[src/hdl/spq_pkg.sv]
`default_nettype none

package spq_pkg;

    localparam int CAPACITY = 16;
    localparam int LEVELS   = 5;

    localparam int PRIO_W = 3;
    localparam int ID_W   = 16;
    localparam int STAT_W = 2;
    localparam int OCC_W  = 5;
    localparam int CNT_W  = $clog2(CAPACITY + 1);

    // Saturation ceiling for a requested priority; the field holds 3 bits.
    localparam int PRIO_MAX_INT = (LEVELS - 1 > 7) ? 7 : (LEVELS - 1);
    localparam logic [PRIO_W-1:0] PRIO_MAX = PRIO_W'(PRIO_MAX_INT);

    localparam logic [STAT_W-1:0] ST_DONE  = 2'd0;
    localparam logic [STAT_W-1:0] ST_EMPTY = 2'd1;
    localparam logic [STAT_W-1:0] ST_FULL  = 2'd2;

    localparam logic MODE_ENQ = 1'b0;
    localparam logic MODE_DEQ = 1'b1;

    typedef struct packed {
        logic [PRIO_W-1:0] prio;
        logic [ID_W-1:0]   ident;
    } t_slot;

    // Command broadcast to every cell of the chain.
    typedef struct packed {
        logic              enq;
        logic              deq;
        logic [PRIO_W-1:0] prio;
        logic [ID_W-1:0]   ident;
    } t_cmd;

endpackage

`default_nettype wire

[src/hdl/stable_priority_queue.sv]
`default_nettype none

// Channel   Direction  Handshake          Payload
// input     in         i_valid / o_stall  i_mode, i_priority_req, i_ident
// result    out        o_valid / i_stall  o_status, o_out_priority, o_out_ident, o_occupancy
//
// A row of CAPACITY cells compares and shifts in parallel, so a new item
// can be taken in every cycle unless the input channel is stalled.
// The result appears in an output register the cycle after acceptance.
// Reset (synchronous, active low) clears the entry count and output valid;
// slot contents are left as they are and only occupied slots are observed.
// A stalled result holds the output register and stalls the input channel.

module stable_priority_queue
    import spq_pkg::*;
(
    input  wire logic              i_clk,
    input  wire logic              i_rst_n,
    input  wire logic              i_valid,
    output logic                   o_stall,
    input  wire logic              i_mode,
    input  wire logic [PRIO_W-1:0] i_priority_req,
    input  wire logic [ID_W-1:0]   i_ident,
    output logic                   o_valid,
    input  wire logic              i_stall,
    output logic [STAT_W-1:0]      o_status,
    output logic [PRIO_W-1:0]      o_out_priority,
    output logic [ID_W-1:0]        o_out_ident,
    output logic [OCC_W-1:0]       o_occupancy
);

    localparam logic [CNT_W-1:0] CAP_CNT = CNT_W'(CAPACITY);

    logic [CNT_W-1:0] r_count;
    logic [CNT_W-1:0] n_count;
    logic             r_valid;
    logic [STAT_W-1:0] r_status;
    logic [STAT_W-1:0] n_status;
    logic [PRIO_W-1:0] r_out_prio;
    logic [PRIO_W-1:0] n_out_prio;
    logic [ID_W-1:0]   r_out_ident;
    logic [ID_W-1:0]   n_out_ident;

    logic        accept;
    logic        is_full;
    logic        no_entries;
    logic [PRIO_W-1:0] prio_sat;
    t_cmd        cmd;
    t_slot       slots [CAPACITY];
    logic        ins   [CAPACITY];

    // Hold the input while a finished result is still waiting downstream.
    assign o_stall = r_valid && i_stall;
    assign accept  = i_valid && !o_stall;

    assign is_full    = (r_count == CAP_CNT);
    assign no_entries = (r_count == '0);

    // Clamp an out-of-range urgency to the least urgent level.
    assign prio_sat = (i_priority_req > PRIO_MAX) ? PRIO_MAX : i_priority_req;

    // Drop the command on a full enqueue or an empty dequeue: state stays put.
    always_comb begin
        cmd.enq   = accept && (i_mode == MODE_ENQ) && !is_full;
        cmd.deq   = accept && (i_mode == MODE_DEQ) && !no_entries;
        cmd.prio  = prio_sat;
        cmd.ident = i_ident;
    end

    // The chain of cells: cell 0 is the head; data moves one cell per command.
    for (genvar g = 0; g < CAPACITY; g++) begin : g_cell
        logic  ins_prev;
        t_slot left;
        t_slot right;

        if (g == 0) begin : g_head
            assign ins_prev = 1'b0;
            assign left     = slots[g];
        end else begin : g_body
            assign ins_prev = ins[g-1];
            assign left     = slots[g-1];
        end

        if (g == CAPACITY - 1) begin : g_tail
            assign right = slots[g];
        end else begin : g_inner
            assign right = slots[g+1];
        end

        spq_cell u_cell (
            .i_clk      (i_clk),
            .i_cmd      (cmd),
            .i_occupied (r_count > CNT_W'(g)),
            .i_ins_prev (ins_prev),
            .i_left     (left),
            .i_right    (right),
            .o_ins      (ins[g]),
            .o_slot     (slots[g])
        );
    end

    always_comb begin
        n_count     = r_count;
        n_status    = ST_DONE;
        n_out_prio  = '0;
        n_out_ident = '0;
        if (i_mode == MODE_ENQ) begin
            if (is_full) begin
                n_status = ST_FULL;
            end else begin
                n_count = r_count + 1'b1;
            end
        end else begin
            if (no_entries) begin
                n_status = ST_EMPTY;
            end else begin
                n_count     = r_count - 1'b1;
                n_out_prio  = slots[0].prio;
                n_out_ident = slots[0].ident;
            end
        end
    end

    always_ff @(posedge i_clk) begin
        if (!i_rst_n) begin
            r_count <= '0;
            r_valid <= 1'b0;
        end else begin
            if (accept) begin
                r_count <= n_count;
                r_valid <= 1'b1;
            end else if (!i_stall) begin
                r_valid <= 1'b0;
            end
        end
    end

    // Result payload: advance on every accepted transaction.
    always_ff @(posedge i_clk) begin
        if (accept) begin
            r_status    <= n_status;
            r_out_prio  <= n_out_prio;
            r_out_ident <= n_out_ident;
        end
    end

    assign o_valid        = r_valid;
    assign o_status       = r_status;
    assign o_out_priority = r_out_prio;
    assign o_out_ident    = r_out_ident;
    assign o_occupancy    = OCC_W'(r_count);

endmodule

`default_nettype wire

[src/hdl/spq_cell.sv]
`default_nettype none

module spq_cell
    import spq_pkg::*;
(
    input  wire logic  i_clk,
    input  t_cmd       i_cmd,
    input  wire logic  i_occupied,
    input  wire logic  i_ins_prev,
    input  t_slot      i_left,
    input  t_slot      i_right,
    output logic       o_ins,
    output t_slot      o_slot
);

    t_slot r_slot;
    t_slot n_slot;

    // Insertion point lies at or before this cell: free, or strictly less urgent.
    assign o_ins = !i_occupied || (r_slot.prio > i_cmd.prio);

    always_comb begin
        n_slot = r_slot;
        if (i_cmd.enq) begin
            if (o_ins && !i_ins_prev) begin
                n_slot.prio  = i_cmd.prio;
                n_slot.ident = i_cmd.ident;
            end else if (o_ins) begin
                n_slot = i_left;
            end
        end else if (i_cmd.deq) begin
            n_slot = i_right;
        end
    end

    always_ff @(posedge i_clk) begin
        r_slot <= n_slot;
    end

    assign o_slot = r_slot;

endmodule

`default_nettype wire

[config.mk]
export PLATFORM = sky130hd
export DESIGN_NAME = stable_priority_queue
export DESIGN_NICKNAME = d
export VERILOG_FILES = /design/src/hdl/spq_pkg.sv /design/src/hdl/stable_priority_queue.sv /design/src/hdl/spq_cell.sv
export SDC_FILE = /design/constraint.sdc
export NUM_CORES = 1
export LEC_CHECK = 0
export ABC_AREA = 1
export BUFFER_PORTS_ARGS = -buffer_cell sky130_fd_sc_hd__buf_2
export CAP_MARGIN = 5
export CORE_MARGIN = 3
export CORE_UTILIZATION = 40
export DETAILED_ROUTE_END_ITERATION = 8
export RECOVER_POWER = 50
export SKIP_LAST_GASP = 1
export SLEW_MARGIN = 30
export SYNTH_ARGS = -nofsm -noshare
export SYNTH_HDL_FRONTEND = slang
export SYNTH_SLANG_ARGS = --single-unit
[constraint.sdc]
create_clock -name i_clk -period 7.8 [get_ports i_clk]
set_clock_uncertainty 0.05 [all_clocks]
set_input_delay 0 -clock i_clk [delete_from_list [all_inputs] [get_ports i_clk]]
set_output_delay 0 -clock i_clk [all_outputs]
set_load 0.02 [all_outputs]
Word level (Yosys, flattened, before mapping)
Cells that the tools add are included.

word-level totals
  latch bits = 0
  bits of input ports = 24
  bits in read-only memories = 0
  output and inout bits = 28
  RAM bits = 0
  flip-flop bits (word level) = 331
  memories kept = 0

cells by class
  multiplexer cells = 70
  bitwise operators = 1
  order comparisons = 33
  div/mod/pow operators = 0
  add/subtract/negate cells = 2
  shift operators = 0
  multipliers = 0
  reduce and logical (&&, ||, !) cells = 92
  equal/unequal tests = 19

operator list
  kind                                                                     count
  19-bit two-way mux                                                       61
  3-bit > comparator                                                       16
  3-bit by 1-bit inequality test with 1-bit output, second input constant  14
  5-bit by 4-bit > comparator with 1-bit output, second input constant     8
  1-bit zero test                                                          34
  2-bit AND reduction                                                      16
  1-bit logical AND                                                        21
  5-bit by 3-bit > comparator with 1-bit output, second input constant     4
  1-bit logical OR                                                         16
  5-bit two-way mux                                                        3
  5-bit by 1-bit > comparator with 1-bit output, second input constant     2
  5-bit by 2-bit > comparator with 1-bit output, second input constant     2
  5-bit by 1-bit adder with 5-bit output, second input constant            1
  5-bit equality test, second input constant                               1
  5-bit zero test                                                          1
  5-bit by 1-bit subtractor with 5-bit output, second input constant       1
  2-bit two-way mux                                                        2
  2-bit by 1-bit inequality test with 1-bit output, second input constant  2
  2-bit inequality test, second input constant                             2
  2-bit nonzero test                                                       2
  3-bit > comparator, second input constant                                1
  1-bit two-way mux                                                        3
  3-bit two-way mux                                                        1
  3-bit AND reduction                                                      1
  other kinds (2)                                                          2

Depth between registers and ports, before layout
  word-level depth = 8
  mapped depth = 16
  mapped depth without buffers = 14

Modules after synthesis
Synthesis repeated with hierarchy kept, for this count alone.

second synthesis, totals
  cells, all modules = 2,990
  area total of the unflattened synthesis = 21,891.0 µm²

by module, submodules not included
  module                           cells an instance  sequential area each (µm²)  area each (µm²)  instances
  spq_cell (g_cell[0].u_cell ...)  176                570.5                       1,268.7          14
  spq_cell (g_cell[8].u_cell ...)  176                570.5                       1,335.0          2
  stable_priority_queue            174                750.7                       1,458.9          1

Least setup slack after synthesis
No wires, ideal clock.

  kind = flip-flop to flip-flop
  start point = reg r_valid, in the netlist o_valid
  end point = reg g_cell[0].u_cell.r_slot, in the netlist g_cell[0].u_cell.o_slot[0], enable pin
  arrival time = 3,160 ps
  period minus slack after synthesis = 3,632 ps
  path slack = 4,168 ps
  library setup time = 421 ps
  cell stages (with the launch flop) = 7
  cells stage by stage = dfxtp_1 -> nand2_1 -> inv_1 -> nor2_2 -> nand3_2 -> clkbuf_1 -> o21ai_0

on the way
  word-level cells in the longest chain between the ends = 7
  elaborated cells between the ends (all ways) = 10
  classes of those cells = eq/ne (1); reduce/logical (9)

ends and longest elaborated chain
  element                                                                                                  line                                                      source
  from (decl)                                                                                              stable_priority_queue.sv:36                               logic r_valid;
  from (signal assigned)                                                                                   stable_priority_queue.sv:127                              r_valid <= 1'b0;
  from (signal assigned)                                                                                   stable_priority_queue.sv:131                              r_valid <= 1'b1;
  from (signal assigned)                                                                                   stable_priority_queue.sv:133                              r_valid <= 1'b0;
  1-bit logical AND *                                                                                      stable_priority_queue.sv:53                               assign o_stall = r_valid && i_stall;
  via o_stall                                                                                              stable_priority_queue.sv:20                               output logic o_stall,
  1-bit zero test *                                                                                        stable_priority_queue.sv:54                               assign accept = i_valid && !o_stall;
  1-bit logical AND *                                                                                      stable_priority_queue.sv:54
  via accept                                                                                               stable_priority_queue.sv:44                               logic accept;
  1-bit logical AND, on equally long branches (2 in a row)                                                 stable_priority_queue.sv:64, stable_priority_queue.sv:65
  2-bit by 1-bit inequality test with 1-bit output (no line) / 2-bit nonzero test (equally long branches)  -
  2-bit AND reduction (no line) *                                                                          -
  to (signal assigned)                                                                                     spq_cell.sv:37                                            r_slot <= n_slot;
  to (decl)                                                                                                spq_cell.sv:16                                            t_slot r_slot;

The timed path passes the listed nets; every way through them passes the cells marked *.
A chain may end at the register's enable or synchronous reset.

Final worst setup path
  start point = reg r_valid, in the netlist o_valid
  end point = reg r_count[3], in the netlist o_occupancy[3]

on the way
  word-level cells in the longest chain between the ends = 4

ends and longest elaborated chain
  element                        line                          source
  1-bit logical AND              stable_priority_queue.sv:53
  1-bit zero test                stable_priority_queue.sv:54
  1-bit logical AND              stable_priority_queue.sv:54
  via accept                     stable_priority_queue.sv:44
  3-bit AND reduction (no line)  -
  to (signal assigned)           stable_priority_queue.sv:130  r_count <= n_count;
  to (decl)                      stable_priority_queue.sv:34   logic [CNT_W-1:0] r_count;

The timed path passes the listed nets, and every way through them passes these cells.

==> flow_summary.json <==
{
  "cp_top_family": "simple AND/OR/NAND/NOR gates",
  "grt_pass1_wl_um": 91230,
  "synth_top_area_cell": "edfxtp_1",
  "synth_edf_count": 325,
  "fp-row-count": 80,
  "cts-htree-levels": 2,
  "die_x_um": 228.5,
  "total_power_mw": 5.722,
  "yosys-top-cells-count": "921 x nand2_1, 564 x nand3_1, 327 x inv_1",
  "min_path_type": "primary input to flop",
  "ys_types": 28,
  "cts-root-buf": "clkbuf_16",
  "cts_resized": 0,
  "antenna_cells": 0,
  "finalWorstPathRequiredPeriod_ns": 5.060,
  "setup_viol": 0,
  "ys.flop_type": "edfxtp_1",
  "crit_chain": "nand2_1 > inv_1 > nor2_2 > clkbuf_1 > nand3_4 > nand2_1 > nand3_1 > nand2_1 > dlygate4sd3_1 > nor2_1 > dlygate4sd3_1",
  "drtIter0Drc": 1662,
  "fmax_mhz": 197.6,
  "dpl.hpwl_um": 38530,
  "synthesis.area_mm2": 0.01981,
  "leakagePower_nw": 10.29,
  "vias": 17220,
  "tns_ns": 0,
  "start_util_pct": 40.97,
  "clk_latency_ns": 0.54,
  "globalplace.congestion": 0.8605,
  "first_pass_iters": 6,
  "synth_top_area_share_pct": 49.27,
  "final_area_mm2": 0.02150,
  "die_area_mm2": 0.05222,
  "core_mm2": 0.04835,
  "status": "finished, violations left",
  "post_cts_buffers": 0,
  "yosysWarnings": 0,
  "syn-instance-count": 2553,
  "yosysMostFrequentCell": "nand2_1",
  "grt_pass1_vias": 16830,
  "tightest_slew_ns": 1.498,
  "cpPeakStageDelay_ns": 1.09,
  "wl_per_cell_um": 18.37,
  "power_density_mw_per_mm2": 266.2,
  "failed_checks": "max-capacitance violations",
  "path_buf_inv": 4,
  "cp_slowest_cell": "clkbuf_1",
  "cts.clk_slew.worst_paths_ns": 0.06,
  "layout-drive-gt1-share_pct": 4.585,
  "layout.nets": 2582,
  "async_flop_share_pct": 0,
  "cts_made_buffers": 38,
  "setup_ws_ns": 2.740,
  "cts_tree": "done",
  "cp_max_fo": 61,
  "clockBufferDepth": 3,
  "grt_start_max_net_pins": 193,
  "drt-total-wl_um": 58530,
  "drc_errors": 0,
  "rsz0062_at_grt": "no",
  "irDropWorstVdd_mv": 0.2018,
  "pre_cts_slack_ns": 3.455,
  "ff2ff_setup_slack_ns": 2.74,
  "relSlewSlack_pct": 0.1523,
  "cp.arrival_ns": 5.43,
  "maxCapViolations": 1,
  "synthTopCellsByArea": "edfxtp_1 49%, nand2_1 17%, nand3_1 14%, inv_1 6.2%, ha_1 3.4%",
  "die_h_um": 228.5,
  "crit_type": "flop to flop",
  "postRouteAntennaNets": 0,
  "avgSynthCellArea_um2": 7.758,
  "final_util_pct": 44.46,
  "port_buffers": 51,
  "ys_seq_area_share_pct": 49.88,
  "endpoint_kind": "flop",
  "slew_violations": 0,
  "syn_nets": 2631,
  "io_pins": 52,
  "placed_area_mm2": 0.02025,
  "clock_sinks": 331,
  "worst_ep_required_time_ns": 8.17,
  "fin_crit_sh_pct": 64.87,
  "gr-total-overflow": 0,
  "avgViaCountPerCell": 5.405,
  "crit_path_start_kind": "flop",
  "crit_top_cell": "nand2_1",
  "fillCellCount": 4833,
  "track_usage_pct": 21.79,
  "hold_viol_final": 0,
  "area_growth_pct": 8.535,
  "synth_seq_cells": 331,
  "antenna_found_initial": 1
}
[tightest hold or removal path, delay by kind of cell]
| family | cells | cell delay (ns) |
|---|---|---|
| compound gates | 1 | 0.24 |
| buf+inv | 2 | 0.29 |
[registers in the layout, summed over array words and instances (netlist names)]
name,flops
o_occupancy,5
o_out_ident,16
o_status,2
o_valid,1
g_cell.u_cell.o_slot,304
o_out_priority,3
[metal layers]
metal	up-vias	share of wire [%]	track usage, %
li1	8172	-	-
met1	8308	43	28.85
met2	594	48	35.98
met3	146	6.1	3.465
met4	0	3.7	8.386
met5	-	0	0
[cells by family after synthesis]
family / after synthesis / share of synthesized area, %
buf+inv: 500 / 10.32
simple gates: 1572 / 33.80
fa+ha+maj: 54 / 3.411
flops: 331 / 49.88
xor+xnor: 2 / 0.08846
compound gates: 94 / 2.502
[cell type report]
| type | instances | area, um2 | area share (%) |
|---|---|---|---|
| clock buffers | 51 | 1064 | 4.947 |
| multi-input cells | 1722 | 7894 | 36.72 |
| inverters | 336 | 1274 | 5.925 |
| repair buffers | 75 | 402.9 | 1.874 |
| well taps | 656 | 820.8 | 3.818 |
| clock inverters | 15 | 162.7 | 0.7566 |
| flip-flops and latches | 331 | 9879 | 45.96 |
[layout by cell type, fill, tap and decap left out, types with 3 or more instances in the layout]
master,synthesis,routed
buf_4,16,13
clkinv_1,2,12
a21oi_2,4,3
clkbuf_1,72,43
dfxtp_1,6,6
bufinv_16,0,4
nand2_2,13,12
nor2_2,4,3
edfxtp_1,325,325
nand3b_1,10,10
nor2_1,58,59
inv_1,327,321
ha_1,54,54
inv_2,7,12
dlygate4sd3_1,0,6
buf_2,67,22
nand3_1,564,564
clkbuf_16,0,41
o21ai_0,65,65
a21oi_1,21,21
nand2_1,921,922
[what timing repair did]
action / 4_1_cts / 5_1_grt
endpoints found under the hold margin: 8 / 0
setup endpoints to repair: 0 / 0
hold buffers: 6 / 0
[per-stage QoR]
| step | hold slack, ns | std cells |
|---|---|---|
| finish | 0.05845 | 3186 |
| global route | 0.07846 | 3186 |
| CTS | 0.04325 | 3186 |
| detailed placement | 0.2343 | 3114 |
| global placement | 0.2346 | 3114 |
| floorplan | 0.07078 | 2553 |
[final timing paths]
check                                   start                          end  depth (start not counted)
setup / recovery                      o_valid               o_occupancy[3]                         11
hold / removal                     i_ident[6]  g_cell[15].u_cell.o_slot[6]                          3
setup reg to reg                      o_valid               o_occupancy[3]                         11
hold reg to reg   g_cell[15].u_cell.o_slot[3]  g_cell[14].u_cell.o_slot[3]                          2
[power by group]
part           internal (mW)  leakage, nW  switching [mW]
sequential              2.33         3.14           0.167
clock                   1.08        0.593           0.714
combinational          0.394         6.56            1.03
total                   3.81         10.3            1.91
(Power assumes the default switching activity.)
